<file path="src/sv/mlsq_pkg.sv">
package mlsq_pkg;

  localparam int QUEUE_SLOTS = 16;
  localparam int CLIENTS     = 8;
  localparam int PTR_W       = $clog2(QUEUE_SLOTS);
  localparam int CLIENT_W    = $clog2(CLIENTS);
  localparam int STAMP_W     = 32;
  localparam int SERVER_W    = 4;
  localparam int CMD_W       = 2;

  localparam logic [CMD_W-1:0] CMD_ACCESS  = 2'd0;
  localparam logic [CMD_W-1:0] CMD_RELEASE = 2'd1;

  localparam logic REPLY_GRANT = 1'b0;
  localparam logic REPLY_ACK   = 1'b1;

  localparam logic [PTR_W-1:0] PTR_LAST = PTR_W'(QUEUE_SLOTS - 1);

  typedef logic [PTR_W-1:0] ptr_t;

  typedef struct packed {
    logic [STAMP_W-1:0]  stamp;
    logic [CLIENT_W-1:0] client;
  } entry_t;

  typedef enum logic [1:0] {
    S_IDLE,
    S_SHIFT,
    S_GRANT
  } state_t;

  function automatic ptr_t ptr_next(input ptr_t p);
    ptr_t r;
    r = (p == PTR_LAST) ? '0 : ptr_t'(p + 1'b1);
    return r;
  endfunction

  function automatic ptr_t ptr_prev(input ptr_t p);
    ptr_t r;
    r = (p == '0) ? PTR_LAST : ptr_t'(p - 1'b1);
    return r;
  endfunction

  // true when the new request must stand ahead of the queued entry
  function automatic logic goes_before(input entry_t a, input entry_t b);
    logic r;
    r = (a.stamp < b.stamp) || ((a.stamp == b.stamp) && (a.client < b.client));
    return r;
  endfunction

endpackage

</file>
<file path="src/sv/mutex_lock_server_timestamp_queue.sv">
// Timing: a grant for a free lock or a release acknowledge is shown in the cycle after accept;
//   a handoff grant is loaded at the same edge that takes the acknowledge.
// Input hold: a queued insert holds the input for its accept, an S_SHIFT step per entry
//   moved back by the single compare and the final write; a handoff release waits in S_GRANT.
// Reset: clears lock, head/tail pointers, server id and output valid; queue storage is not
//   cleared, only entries between head and tail are ever used.
module mutex_lock_server_timestamp_queue (
  input  logic                              clk,
  input  logic                              rst_n,
  input  logic                              in_valid,
  output logic                              in_stall,
  input  logic [mlsq_pkg::CMD_W-1:0]        in_command,
  input  logic [mlsq_pkg::CLIENT_W-1:0]     in_requester_id,
  input  logic [mlsq_pkg::STAMP_W-1:0]      in_request_time,
  output logic                              out_valid,
  input  logic                              out_stall,
  output logic                              out_reply_kind,
  output logic [mlsq_pkg::CLIENT_W-1:0]     out_dest_client,
  output logic [mlsq_pkg::SERVER_W-1:0]     out_reply_server,
  output logic                              out_last,
  input  logic                              cfg_valid,
  output logic                              cfg_ready,
  input  logic [mlsq_pkg::SERVER_W-1:0]     cfg_server_id
);

  mlsq_pkg::state_t state_r, state_nxt;

  logic                          lock_r, lock_nxt;
  mlsq_pkg::ptr_t                head_r, head_nxt;
  mlsq_pkg::ptr_t                tail_r, tail_nxt;
  mlsq_pkg::ptr_t                pos_r, pos_nxt;
  mlsq_pkg::entry_t              item_r, item_nxt;
  logic [mlsq_pkg::SERVER_W-1:0] server_r;

  logic                          out_valid_r, out_valid_nxt;
  logic                          out_kind_r, out_kind_nxt;
  logic [mlsq_pkg::CLIENT_W-1:0] out_dest_r, out_dest_nxt;
  logic [mlsq_pkg::SERVER_W-1:0] out_server_r, out_server_nxt;
  logic                          out_last_r, out_last_nxt;

  mlsq_pkg::entry_t queue_mem [mlsq_pkg::QUEUE_SLOTS];
  mlsq_pkg::entry_t rd_data_r;
  mlsq_pkg::ptr_t   rd_addr;
  mlsq_pkg::ptr_t   wr_addr;
  mlsq_pkg::entry_t wr_data;
  logic             wr_en;

  logic             out_free;
  logic             in_accept;
  logic             q_empty;
  logic             q_full;
  logic             at_head;
  logic             move_back;
  mlsq_pkg::entry_t in_entry;

  assign out_free  = !out_valid_r || !out_stall;
  assign in_stall  = !((state_r == mlsq_pkg::S_IDLE) && out_free);
  assign in_accept = in_valid && !in_stall;
  assign q_empty   = (head_r == tail_r);
  assign q_full    = (mlsq_pkg::ptr_next(tail_r) == head_r);
  assign at_head   = (pos_r == head_r);
  assign move_back = !at_head && mlsq_pkg::goes_before(item_r, rd_data_r);
  assign in_entry  = '{stamp: in_request_time, client: in_requester_id};

  assign cfg_ready        = 1'b1;
  assign out_valid        = out_valid_r;
  assign out_reply_kind   = out_kind_r;
  assign out_dest_client  = out_dest_r;
  assign out_reply_server = out_server_r;
  assign out_last         = out_last_r;

  // next state
  always_comb begin
    state_nxt = state_r;
    unique case (state_r)
      mlsq_pkg::S_IDLE: begin
        if (in_accept) begin
          if (in_command == mlsq_pkg::CMD_ACCESS && lock_r && !q_full) begin
            state_nxt = mlsq_pkg::S_SHIFT;
          end else if (in_command == mlsq_pkg::CMD_RELEASE && !q_empty) begin
            state_nxt = mlsq_pkg::S_GRANT;
          end
        end
      end
      mlsq_pkg::S_SHIFT: begin
        if (!move_back) begin
          state_nxt = mlsq_pkg::S_IDLE;
        end
      end
      mlsq_pkg::S_GRANT: begin
        if (out_free) begin
          state_nxt = mlsq_pkg::S_IDLE;
        end
      end
      default: state_nxt = mlsq_pkg::S_IDLE;
    endcase
  end

  // datapath and outputs
  always_comb begin
    lock_nxt       = lock_r;
    head_nxt       = head_r;
    tail_nxt       = tail_r;
    pos_nxt        = pos_r;
    item_nxt       = item_r;
    rd_addr        = head_r;
    wr_en          = 1'b0;
    wr_addr        = pos_r;
    wr_data        = item_r;
    out_valid_nxt  = out_valid_r && out_stall;
    out_kind_nxt   = out_kind_r;
    out_dest_nxt   = out_dest_r;
    out_server_nxt = out_server_r;
    out_last_nxt   = out_last_r;

    unique case (state_r)
      mlsq_pkg::S_IDLE: begin
        rd_addr = (in_command == mlsq_pkg::CMD_RELEASE) ? head_r : mlsq_pkg::ptr_prev(tail_r);
        pos_nxt  = tail_r;
        item_nxt = in_entry;
        if (in_accept) begin
          if (in_command == mlsq_pkg::CMD_ACCESS && !lock_r) begin
            lock_nxt       = 1'b1;
            out_valid_nxt  = 1'b1;
            out_kind_nxt   = mlsq_pkg::REPLY_GRANT;
            out_dest_nxt   = in_requester_id;
            out_server_nxt = server_r;
            out_last_nxt   = 1'b1;
          end else if (in_command == mlsq_pkg::CMD_RELEASE) begin
            // lock stays set when a waiter takes it over
            lock_nxt       = !q_empty;
            out_valid_nxt  = 1'b1;
            out_kind_nxt   = mlsq_pkg::REPLY_ACK;
            out_dest_nxt   = in_requester_id;
            out_server_nxt = server_r;
            out_last_nxt   = q_empty;
          end
        end
      end
      mlsq_pkg::S_SHIFT: begin
        // read one slot ahead of the slot that the next move writes
        rd_addr = mlsq_pkg::ptr_prev(mlsq_pkg::ptr_prev(pos_r));
        wr_en   = 1'b1;
        if (move_back) begin
          wr_data = rd_data_r;
          pos_nxt = mlsq_pkg::ptr_prev(pos_r);
        end else begin
          wr_data  = item_r;
          tail_nxt = mlsq_pkg::ptr_next(tail_r);
        end
      end
      mlsq_pkg::S_GRANT: begin
        rd_addr = head_r;
        if (out_free) begin
          out_valid_nxt  = 1'b1;
          out_kind_nxt   = mlsq_pkg::REPLY_GRANT;
          out_dest_nxt   = rd_data_r.client;
          out_server_nxt = server_r;
          out_last_nxt   = 1'b1;
          head_nxt       = mlsq_pkg::ptr_next(head_r);
        end
      end
      default: ;
    endcase
  end

  always_ff @(posedge clk) begin
    if (wr_en) begin
      queue_mem[wr_addr] <= wr_data;
    end
    rd_data_r <= queue_mem[rd_addr];
  end

  always_ff @(posedge clk) begin
    if (!rst_n) begin
      state_r     <= mlsq_pkg::S_IDLE;
      lock_r      <= 1'b0;
      head_r      <= '0;
      tail_r      <= '0;
      server_r    <= '0;
      out_valid_r <= 1'b0;
    end else begin
      state_r     <= state_nxt;
      lock_r      <= lock_nxt;
      head_r      <= head_nxt;
      tail_r      <= tail_nxt;
      out_valid_r <= out_valid_nxt;
      if (cfg_valid && cfg_ready) begin
        server_r <= cfg_server_id;
      end
    end
  end

  always_ff @(posedge clk) begin
    pos_r        <= pos_nxt;
    item_r       <= item_nxt;
    out_kind_r   <= out_kind_nxt;
    out_dest_r   <= out_dest_nxt;
    out_server_r <= out_server_nxt;
    out_last_r   <= out_last_nxt;
  end

`ifndef NO_ASSERTIONS
  a_shift_locked: assert property (@(posedge clk) disable iff (!rst_n)
    state_r == mlsq_pkg::S_SHIFT |-> lock_r && !q_full)
    else $error("insert in progress while lock free or queue full");

  a_release_handoff: assert property (@(posedge clk) disable iff (!rst_n)
    in_accept && in_command == mlsq_pkg::CMD_RELEASE && !q_empty |=>
      state_r == mlsq_pkg::S_GRANT && out_valid_r && !out_last_r &&
      out_kind_r == mlsq_pkg::REPLY_ACK && lock_r)
    else $error("release with waiters did not queue a handoff grant");

  a_grant_pops: assert property (@(posedge clk) disable iff (!rst_n)
    state_r == mlsq_pkg::S_GRANT && out_free |=>
      head_r == mlsq_pkg::ptr_next($past(head_r)) && out_last_r &&
      out_kind_r == mlsq_pkg::REPLY_GRANT)
    else $error("handoff grant did not advance the queue head");
`endif

endmodule
</file>
<file path="config.mk">
export PLATFORM = sky130hd
export DESIGN_NAME = mutex_lock_server_timestamp_queue
export DESIGN_NICKNAME = d
export VERILOG_FILES = /design/src/sv/mlsq_pkg.sv /design/src/sv/mutex_lock_server_timestamp_queue.sv
export SDC_FILE = /design/constraint.sdc
export NUM_CORES = 1
export LEC_CHECK = 0
export BUFFER_PORTS_ARGS = -buffer_cell sky130_fd_sc_hd__clkbuf_2
export CAP_MARGIN = 25
export CELL_PAD_IN_SITES_DETAIL_PLACEMENT = 0
export CELL_PAD_IN_SITES_GLOBAL_PLACEMENT = 2
export CORE_ASPECT_RATIO = 1.2
export CORE_MARGIN = 10
export CORE_UTILIZATION = 43
export CTS_CLUSTER_DIAMETER = 50
export DETAILED_ROUTE_END_ITERATION = 10
export PLACE_DENSITY = 0.74
export SYNTH_ARGS = -nofsm -noshare
export SYNTH_HDL_FRONTEND = slang
export SYNTH_SLANG_ARGS = --single-unit
export TNS_END_PERCENT = 50
</file>
<file path="constraint.sdc">
create_clock -name clk -period 3.48 [get_ports clk]
set_input_delay 0.522 -clock clk [delete_from_list [all_inputs] [get_ports clk]]
set_output_delay 0.522 -clock clk [all_outputs]
set_load 0.03 [all_outputs]
</file>
Word-level counts from Yosys, hierarchy flattened. Memory sizes are Yosys's and may differ from the RTL's. A register that Yosys moved wholly into a read port is not among the register bits. Index checks and enable logic that the tools add are counted.

$add $sub $neg: 5. Multiply operators: 0. Div/mod/pow operators: 0. Order comparisons: 2. Equal/unequal tests: 15. Shift-type cells: 0. Mux-type cells: 47. Bitwise gates (word level): 1. Reductions and logical operators: 32.

Operators with widths (count): $mux 35 (2); $mux 4 (11); $eq 32x32->1 (1); $lt 32x32->1 (1); $pmux 4 s2 (3); $mux 1 (17); $eq 4x4->1 (3); $logic_not 4->1 (3); $mux 3 (4); $sub 4x1->4 const B (3); $mux 2 (5); $logic_and 1x1->1 (9); $add 4x1->4 const B (2); $eq 4x4->1 const B (2); $ne 2x2->1 const B (4); $reduce_and 4->1 (2); $logic_not 1->1 (7); $ne 3x1->1 const B (2); $pmux 1 s2 (3); $pmux 2 s3 (1); $pmux 3 s2 (1); $reduce_and 2->1 (3); $reduce_bool 2->1 (3); $eq 2x1->1 const B (2); other kinds (6) (8).

Bits in registers: 64. Latch bits: 0. RAM bits: 560. ROM bits: 0. Output and inout port bits: 12. Word-level logic and storage cells: 116. Memories kept: 1.

Memory list: queue_mem (words 16, bits a word 35, read ports 1, clocked after Yosys merged registers in 1, wr ports 1, line mutex_lock_server_timestamp_queue.sv:41) `mlsq_pkg::entry_t queue_mem [mlsq_pkg::QUEUE_SLOTS];`.

Logic depth before layout (Yosys ltp). Gate-level depths: netlist of run 1.

Depth after elaboration: 8. Gate-level depth with buffers: 13. Depth with buffers taken out: 9.

Worst setup path after synthesis of run 1. OpenSTA, ideal clock, no wires.

Path type: register to register. Start point: register state_r[1]. End point: register, netlist name rd_data_r[14]. Setup time: 0.142 ns. Arrival time: 3.669 ns. Data required time: 3.338 ns. Path slack: -0.331 ns. Stages on the path, launching flop included: 11. Period minus slack after synthesis: 3.811 ns. Path through: dfxtp_1 > nor2_1 > o221ai_1 > nand3_1 > buf_2 > clkbuf_1 > buf_2 > mux2i_1 > mux2i_1 > mux2i_1 > mux2i_1.

Cells in the longest elaborated chain, start to end: 2. Elaborated cells between the ends (all ways): 3. Those cells by class: eq/ne (1); mux (1); reduce/logical (1).

RTL lines: start, declared (line mutex_lock_server_timestamp_queue.sv:26) `mlsq_pkg::state_t state_r, state_nxt;`; start signal, assigned (line mutex_lock_server_timestamp_queue.sv:176) `state_r <= mlsq_pkg::S_IDLE;`; start signal, assigned (line mutex_lock_server_timestamp_queue.sv:183) `state_r <= state_nxt;`; $eq 2x1->1 or $logic_not 2->1 (tied branches) (line mutex_lock_server_timestamp_queue.sv:116) `unique case (state_r)`; $pmux 4 s2 (*) (line mutex_lock_server_timestamp_queue.sv:116).

Every way passes the cells marked *; elsewhere a longest branch is shown, timed or not. A chain may end at the register's enable or synchronous reset.

==> results.txt, run 1 <==
max-cap check violation count: 0
Primary FF master, synth: edfxtp_1
CP Capture Type: register
fraction of final layout cells with drive strength greater than 1: 16.8%
sequential group share of total power: 51.8%
maximum clock frequency: 292 MHz
root buf cell: clkbuf_16
cell depth of the worst hold path: 1
H-tree depth: 3
top fanout value on the critical path: 16
Peak supply drop: 0.329 mV
number of vias in the routed layout: 13.7k
pwr/cell area: 533 nW/um^2
Worst path top cell family by delay: simple AND/OR/NAND/NOR gates
mean post-synth cell area: 17.1 um^2
most frequent cell after synthesis: edfxtp_1
Clk pwr share: 43.1%
Post-Synth Adder-Cell Area: 2.01%
GRT overflow: 0
result of the run: finished clean
worst reg-to-reg setup slack: 50 ps
final net count: 1,806
startpoint of the worst hold path: in_request_time[2]
class of the most critical hold timing path: input port to register
end point of the most critical hold path: item_r[5]
first-pass GRT wire length: 89.8 mm
top cell types by occurrence after synthesis: edfxtp_1 (608), mux2i_1 (531), dfxtp_1 (51)
Port Buffer Count: 56
critical path type: register to register
n_diodes: 0
deepest clock path buffer count: 3
DRT antenna net count: 0
worst path cell trace: ha_1 -> nand4_1 -> or4_4 -> nor4_4 -> or4b_4 -> o41ai_4 -> buf_4 -> buf_12 -> buf_4 -> mux2_4
DRC violation total after the first TritonRoute iteration: 947
clock skew: 27.1 ps
worst endpoint required time: 3800 ps
Util after Layout: 50.2%
worst slack at placement: -119 ps
vertical die dimension: 296 um
clock slew seen by the registers of the worst setup and hold paths: 60 ps
Synth Net Count: 1,687
GRT Resource Usage Total: 16.2%
number of antenna violations at the first check in global routing: 0
Horiz. Die Dim: 250 um
Worst-Skew Late Latency: 610 ps
clock sink count: 659
weighted congestion at the end of routability-driven global placement: 0.778
combinational family with the most area after synthesis: multiplexers
setup ws final: 53.7 ps
CP Buf/Inv Count: 3
post-synthesis share of cell area spent on and, or, nand and nor gates: 2.35%
count of standard-cell rows: 101
number of instances in the synthesized netlist: 1,597
die area: 74,100 um^2
Async S/R FF share, synth: 0%
sort of element at the start of the critical path: register
vias per std cell: 5.29
portion of netlist area occupied by mux cells: 20.9%
synthesized-area fraction occupied by xor and xnor cells: 0.512%
netlist area before placement: 27,400 um^2
total I/O pin count: 58
pin count of the biggest net entering global routing: 88
relative area change from synthesis to final layout: 16.0%
Combinational Power Share: 5.2%
measured slew at the worst slew-check pin: 714 ps
slowest cell on the critical path: or4_4
average wire per cell in the routed design: 23.5 um
NetSw: 3.50 mW
area of the core: 63,200 um^2
minimum clock period: 3430 ps
Reg2Reg Launch Point: item_r[22]
detailed placement HPWL: 34.0 mm
aggregate routed wire length: 61.0 mm
delay of the slowest cell on the worst path: 540 ps
vias in the first global route: 14.1k
top-area cell type share of the netlist area: 66.7%
worst slew slack as a fraction of its limit: 52.4%
cts bufs inserted: 68
number of enable-type register cells in the synthesized netlist: 608
Leak: 12.9 nW
number of failing hold endpoints at the final stage: 0
period utilisation layout: 98.5%
internal power of the cells: 13.4 mW
CP Data Arrival Time: 3740 ps
post-synthesis cell type with the largest combined area: edfxtp_1
#FFs+latches synth: 659
TritonCTS clock tree: done
top cells by area in the synthesized netlist: edfxtp_1 (67%), mux2i_1 (19%), dfxtp_1 (3.7%), ha_1 (2.0%), mux2_1 (1.1%)
number of cells on the worst reg-to-reg path: 10
First-pass DRT Iterations: 5
Remaining DRCs: 0
fraction of the mapped netlist area in compound gates: 1.73%
number of fillers in the final layout: 5,180
Net Sw Frac: 20.7%
critical register-to-register path endpoint: queue_mem[11][2]
final setup violating endpoints: 0
Warnings, synthesis: 0
share of the yosys chip area belonging to registers: 70.5%
number of pins with negative max-slew slack in the final report: 0
unique cell type count in the Yosys netlist: 53
Initial Utilization: 43.3%
cell with the most instances on the worst path: buf_4
hold buffer count at CTS: 0
-- state kept, by name (all words and copies together) (netlist names), 2 cells and up --
| register | flops |
|---|---|
| head_r | 4 |
| state_r | 2 |
| item_r | 35 |
| pos_r | 4 |
| queue_mem | 560 |
| server_r | 4 |
| rd_data_r | 35 |
| out_reply_server | 4 |
| tail_r | 4 |
| out_dest_client | 3 |
-- area by class of cell --
class	count	area [um^2]	share of cell area, %
well taps	824	1030	3.25
flip-flops and latches	659	19300	60.8
repair buffers	126	1280	4.04
inverters	44	165	0.521
multi-input cells	817	7680	24.2
clock buffers	96	1950	6.15
clock inverters	30	337	1.06
-- through the flow --
| stage | hold slack [ps] | total power [mW] | setup TNS [ps] | cell area, um^2 | cells |
|---|---|---|---|---|---|
| 2_1_floorplan | 408 | 9.51 | 0 | 27400 | 1597 |
| 3_3_place_gp | 420 | 9.78 | -2290 | 29300 | 2468 |
| 3_5_place_dp | 427 | 9.79 | -30030 | 29300 | 2468 |
| 4_1_cts | 69.7 | 17.1 | 0 | 31600 | 2596 |
| 5_1_grt | 88.4 | 17.5 | -26.1 | 31700 | 2596 |
| 6_report | 104 | 16.9 | 0 | 31700 | 2596 |
-- worst register-to-register path, cell delays in order (launching register included) --
cell      delay (ps)
edfxtp_1         410
ha_1             330
nand4_1          240
or4_4            550
nor4_4           170
or4b_4           510
o41ai_4           80
buf_4            190
buf_12           130
buf_4            140
mux2_4           380
-- cell usage in the layout, fill, tap and decap left out, types with 12 or more instances in the layout --
| master | n |
|---|---|
| edfxtp_1 | 608 |
| mux2i_1 | 531 |
| clkbuf_16 | 71 |
| clkbuf_2 | 56 |
| dfxtp_1 | 51 |
| inv_1 | 44 |
| ha_1 | 42 |
| buf_12 | 38 |
| nand2_1 | 33 |
| buf_4 | 32 |
| a21oi_1 | 23 |
| mux2_2 | 18 |
| clkbuf_1 | 17 |
| mux2_4 | 16 |
| o21ai_0 | 13 |
| nor2b_1 | 12 |
| and2_2 | 12 |
-- metal layers --
| layer | up-vias | share of wire, % | GRT usage, % |
|---|---|---|---|
| li1 | 6403 | - | - |
| met1 | 7014 | 45 | 20.9 |
| met2 | 243 | 50 | 28.0 |
| met3 | 74 | 3.6 | 2.27 |
| met4 | 0 | 1.9 | 5.13 |
| met5 | - | 0 | 0 |
-- cells by family after synthesis --
logic type / count (synthesis)
other: 1
DFF: 659
AOI/OAI and AO/OA: 73
adders and majority gates: 44
buffers and inverters: 121
xor gates and xnor gates: 16
and+or+nand+nor: 118
muxes: 565
-- how the worst max path moves through the flow --
stage | startpoint | endpoint | depth (start not counted)
floorplan | pos_r[0] | queue_mem[0][0] | 5
global placement | item_r[26] | queue_mem[11][21] | 8
detailed placement | item_r[26] | queue_mem[15][19] | 9
CTS | item_r[26] | queue_mem[2][22] | 9
global route | item_r[22] | queue_mem[1][0] | 10
finish | item_r[22] | queue_mem[11][2] | 10
-- power groups by stage --
stage	sequential, mW	clock [mW]	combinational [mW]
after CTS	8.75	7.45	0.876
after floorplan	8.92	0	0.596
after global routing	8.76	7.80	0.959
final	8.76	7.29	0.873
after detailed placement	8.92	0	0.869
after global placement	8.92	0	0.857
-- repair_timing --
item                       in CTS  in global routing
setup endpoints to repair     512                498
pin swaps                       1                  1
hold endpoints to repair        0                  0
setup buffers                   2                  0
gates resized for setup         4                 38
(Power assumes the default switching activity.)
==> run 2, diff against run 1 <==
- CORE_UTILIZATION: 43 -> 45
- CTS_BUF_LIST: unset -> sky130_fd_sc_hd__clkbuf_8
- GPL_TIMING_DRIVEN: unset -> 0
- PLACE_DENSITY: 0.74 -> 0.77
==> run 2 against run 1 <==
  * Clock skew shrank 0.53 ps
  * Via count up 6.8%
  * Power is 2.2% lower
  * The flow now finishes with violations (negative setup slack)
  * Register-to-register slack got worse by 250 ps
  * Worst setup slack lost 250 ps
  * Worst hold slack worse by 13 ps
  * Die area fell by 4.1%
  * Cell count grew 5.7%
  * Largest cell class unchanged
==> results.txt, run 2 (synthesized netlist as in run 1, its figures left out) <==
result of the run: complete, but fails checks
failing checks: negative setup slack
clock slew seen by the registers of the worst setup and hold paths: 60 ps
final net count: 1,942
measured slew at the worst slew-check pin: 943 ps
minimum clock period: 3680 ps
Reg2Reg Launch Point: item_r[23]
setup ws final: -200 ps
number of cells on the worst reg-to-reg path: 10
TritonCTS clock tree: done
DRT antenna net count: 0
unrepaired setup endpoints after global routing: true
worst path cell trace: ha_1 -> nand4_1 -> or4_4 -> nor4_4 -> buf_4 -> or4b_4 -> o41ai_4 -> buf_8 -> buf_12 -> mux2_4
clock skew: 26.6 ps
GRT overflow: 0
Worst path top cell family by delay: simple AND/OR/NAND/NOR gates
cell depth of the worst hold path: 3
average wire per cell in the routed design: 24.4 um
sequential cell area: 19,300 um^2
vias per std cell: 5.35
count of standard-cell rows: 98
worst endpoint required time: 3900 ps
top fanout value on the critical path: 16
number of vias in the routed layout: 14.7k
commonest non-fill, non-tap cells in the layout: edfxtp_1 (608), mux2i_1 (531), clkbuf_8 (120)
Initial Utilization: 45.6%
deepest clock path buffer count: 3
Peak supply drop: 0.346 mV
delay of the slowest cell on the worst path: 610 ps
H-tree depth: 3
cell area after placement: 29,000 um^2
number of failing hold endpoints at the final stage: 0
GRT Resource Usage Total: 18.0%
commonest non-fill, non-tap cell in the layout: edfxtp_1
startpoint of the worst hold path: cfg_server_id[1]
aggregate routed wire length: 66.9 mm
vias in the first global route: 15.4k
fraction of final layout cells with drive strength greater than 1: 19.7%
number of flip-flops in the largest register: 560
Horiz. Die Dim: 245 um
critical register-to-register path endpoint: queue_mem[10][32]
finished layout cell area: 32,300 um^2
First-pass DRT Iterations: 5
detailed placement HPWL: 40.5 mm
total I/O pin count: 58
worst slew slack as a fraction of its limit: 37.2%
pwr/cell area: 512 nW/um^2
setup TNS after final layout: -83,160 ps
class of the most critical hold timing path: input port to register
slowest cell on the critical path: or4_4
sort of element at the start of the critical path: register
clock sink count: 659
combined area of the multi-input logic cells: 7990 um^2
number of pins with negative max-slew slack in the final report: 0
weighted congestion at the end of routability-driven global placement: 0.767
Worst-Skew Late Latency: 700 ps
sum of internal, switching and leakage power: 16.5 mW
maximum clock frequency: 272 MHz
critical path type: register to register
DRC violation total after the first TritonRoute iteration: 881
cts bufs inserted: 105
largest register by flop count: queue_mem
final setup violating endpoints: 560
area of the core: 60,000 um^2
Remaining DRCs: 0
relative area change from synthesis to final layout: 18.1%
first-pass GRT wire length: 94.5 mm
worst reg-to-reg setup slack: -200 ps
vertical die dimension: 290 um
number of fillers in the final layout: 4,846
Util after Layout: 53.9%
CP Data Arrival Time: 4100 ps
worst slack at placement: -989 ps
largest registers in the final layout: queue_mem x560, item_r x35, rd_data_r x35
pin count of the biggest net entering global routing: 28
Leak: 13.5 nW
end point of the most critical hold path: server_r[1]
die area: 71,100 um^2
Port Buffer Count: 54
CP Capture Type: register
CP Buf/Inv Count: 3
root buf cell: clkbuf_8
max-cap check violation count: 0
number of antenna violations at the first check in global routing: 3
period utilisation layout: 106%
-- run 2: where the power goes --
part / switching (mW) / internal, mW
clock network: 3.07 / 3.70
registers: 0.0660 / 8.72
logic: 0.569 / 0.413
-- run 2: worst max-delay path by stage --
stage	startpoint	to	slack, ps	depth (start not counted)
2_1_floorplan	pos_r[0]	queue_mem[0][0]	270	5
4_1_cts	item_r[22]	queue_mem[2][13]	-380	10
3_3_place_gp	state_r[1]	rd_data_r[4]	-1880	10
3_5_place_dp	item_r[22]	queue_mem[10][25]	-990	9
6_report	item_r[23]	queue_mem[10][32]	-200	10
5_1_grt	item_r[29]	queue_mem[4][22]	-260	10
-- run 2: final cells by class --
cell class                      count  share of cell area, %
Sequential cell                   659                   59.7
Multi-Input combinational cell    836                   24.7
Clock buffer                      120                   5.11
Tap cell                          800                   3.10
Clock inverter                     78                   1.71
Timing Repair Buffer              130                   3.62
Antenna cell                        2                 0.0155
Buffer                             76                   1.50
Inverter                           44                  0.511
-- run 2: timing repair --
item	in CTS	in global routing
gates cloned	2	18
setup endpoints to repair	600	600
pin swaps	4	4
gates resized for setup	63	84
hold endpoints to repair	35	0
buffers inserted	7	12
hold buffers	35	0
-- run 2: worst reg2reg max path, cell delays in order (launching register included) --
cell	delay (ps)
edfxtp_1	490
ha_1	330
nand4_1	200
or4_4	610
nor4_4	160
buf_4	190
or4b_4	490
o41ai_4	80
buf_8	230
buf_12	210
mux2_4	420
-- run 2: per-stage QoR --
step                      cells  hold slack, ps
after floorplan            1597             408
after global placement     2451             416
after detailed placement   2471             429
after CTS                  2713            21.4
final                      2745            91.7
after global routing       2745            85.1
-- run 2: metal layers --
metal | track usage, % | wire length (um)
met5 | 0 | 0
met4 | 6.68 | 1680
met3 | 3.24 | 2790
met2 | 32.5 | 36000
met1 | 20.6 | 26400
==> run 3, diff against run 2 <==
- ABC_CLOCK_PERIOD_IN_PS: unset -> 3480
- GPL_ROUTABILITY_DRIVEN: unset -> 1
- SETUP_SLACK_MARGIN: unset -> 0.4
==> run 3 against run 2 <==
  * The flow still finishes with violations (negative setup slack)
  * Critical endpoint is now queue_mem[5][23]
  * Sequential share of layout area shrank 0.72 points
  * Largest power group unchanged
  * Critical path type unchanged
  * Sequential power is essentially flat
  * Die area is the same
  * Critical path depth grew 1
  * Register-to-register slack gained 80 ps
  * Clock power shrank 12%
==> results.txt, run 3 (synthesized netlist as in run 1, its figures left out) <==
result of the run: complete, but fails checks
fraction of final layout cells with drive strength greater than 1: 21.4%
post-route worst hold slack: 90.1 ps
DRT antenna net count: 0
H-tree depth: 3
period utilisation layout: 103%
number of failing hold endpoints at the final stage: 0
clock sink count: 659
final net count: 1,975
aggregate routed wire length: 66.4 mm
failing checks: negative setup slack
largest registers in the final layout: queue_mem x560, item_r x35, rd_data_r x35
average wire per cell in the routed design: 23.9 um
area of the core: 60,000 um^2
number of antenna violations at the first check in global routing: 2
CP Data Arrival Time: 4030 ps
setup ws final: -119 ps
cts bufs inserted: 106
count of standard-cell rows: 98
weighted congestion at the end of routability-driven global placement: 0.775
number of vias in the routed layout: 14.8k
worst path cell trace: ha_4 -> nand4_1 -> or4_4 -> nor4_4 -> buf_6 -> or4b_4 -> o41ai_4 -> buf_12 -> buf_12 -> buf_16 -> mux2_4
sort of element at the start of the critical path: register
pwr/cell area: 482 nW/um^2
sum of internal, switching and leakage power: 15.8 mW
First-pass DRT Iterations: 5
worst reg-to-reg setup slack: -120 ps
end point of the most critical hold path: item_r[17]
number of pins with negative max-slew slack in the final report: 0
number of cells on the worst reg-to-reg path: 11
largest register by flop count: queue_mem
DRC violation total after the first TritonRoute iteration: 805
Leak: 13.6 nW
clock slew seen by the registers of the worst setup and hold paths: 60 ps
vertical die dimension: 290 um
total I/O pin count: 58
vias per std cell: 5.33
Util after Layout: 54.5%
critical path type: register to register
number of flip-flops in the largest register: 560
relative area change from synthesis to final layout: 19.5%
maximum clock frequency: 278 MHz
pin count of the biggest net entering global routing: 27
GRT overflow: 0
clock skew: 34.6 ps
Port Buffer Count: 54
detailed placement HPWL: 40.1 mm
worst slew slack as a fraction of its limit: 36.6%
delay of the slowest cell on the worst path: 610 ps
die area: 71,100 um^2
Peak supply drop: 0.320 mV
Worst-Skew Late Latency: 700 ps
slowest cell on the critical path: or4_4
GRT Resource Usage Total: 18.3%
TritonCTS clock tree: done
measured slew at the worst slew-check pin: 948 ps
minimum clock period: 3600 ps
worst endpoint required time: 3910 ps
Initial Utilization: 45.6%
final setup violating endpoints: 528
cell with the most instances on the worst path: buf_12
Horiz. Die Dim: 245 um
commonest non-fill, non-tap cell in the layout: edfxtp_1
startpoint of the worst hold path: in_request_time[14]
CP Capture Type: register
root buf cell: clkbuf_8
commonest non-fill, non-tap cells in the layout: edfxtp_1 (608), mux2i_1 (526), clkbuf_8 (112)
class of the most critical hold timing path: input port to register
Remaining DRCs: 0
unrepaired setup endpoints after global routing: true
Reg2Reg Launch Point: item_r[26]
first-pass GRT wire length: 96.3 mm
setup TNS after final layout: -42,120 ps
critical register-to-register path endpoint: queue_mem[5][23]
cell depth of the worst hold path: 1
vias in the first global route: 15.5k
top fanout value on the critical path: 8
deepest clock path buffer count: 3
max-cap check violation count: 0
-- run 3: cell count changes in the layout (fill, tap and decap cells not counted), sizes merged --
cell         delta
bufinv          -7
o21ai           +1
clkinv          +5
mux2            +9
nor2            -1
dlygate4sd3     -1
buf            +33
inv             +4
clkbuf         -17
clkinvlp        +4
-- run 3: metal layers --
metal / global-route usage, % / wire (um) / vias up
met2: 32.1 / 34100 / 381
met1: 21.5 / 26900 / 7475
met5: 0 / 13 / -
met4: 6.81 / 1810 / 2
met3: 3.88 / 3580 / 109
li1: - / - / 6819
-- run 3: layout make-up --
class,instances,area [um^2]
clock buffer,112,1540
antenna,2,5.00
sequential,659,19300
inverter,44,165
fill,4793,27300
multi-input combinational,845,8220
clock inverter,84,378
tap,800,1000
timing repair buffer,152,1450
buffer,77,646
-- run 3: through the flow --
step	setup slack (ps)	instances	area (um^2)
2_1_floorplan	350	1597	27400
3_3_place_gp	-933	2451	28700
3_5_place_dp	-773	2471	29100
4_1_cts	-199	2742	32000
5_1_grt	-225	2774	32700
6_report	-119	2775	32700
-- run 3: critical path: cells and delay by family, from the launching register on --
family / cells / cell delay [ps]
buffers and inverters: 4 / 600
multiplexers: 1 / 360
AO/OA/AOI/OAI: 1 / 100
flip-flops: 1 / 450
adder cells (fa/ha/maj): 1 / 310
AND/OR/NAND/NOR: 4 / 1480
-- run 3: how the worst max path moves through the flow --
stage	from	end	slack [ps]	depth (start not counted)
6_report	item_r[26]	queue_mem[5][23]	-120	11
5_1_grt	item_r[26]	queue_mem[0][23]	-230	11
4_1_cts	item_r[21]	queue_mem[6][5]	-200	10
3_5_place_dp	item_r[34]	queue_mem[9][8]	-770	9
3_3_place_gp	state_r[1]	rd_data_r[1]	-930	10
2_1_floorplan	item_r[33]	queue_mem[0][27]	350	8
-- run 3: where the power goes --
part | total, mW | switching, mW | internal (mW)
clock network | 5.95 | 2.97 | 2.99
logic | 1.03 | 0.574 | 0.457
registers | 8.79 | 0.0749 | 8.72
-- run 3: repair_timing --
action | in CTS | in global routing
cloned | 24 | 7
buffers inserted | 17 | 23
resized for setup | 63 | 153
setup endpoints to repair | 604 | 604
hold buffers | 34 | 0
hold endpoints to repair | 34 | 0
pin swaps | 9 | 10
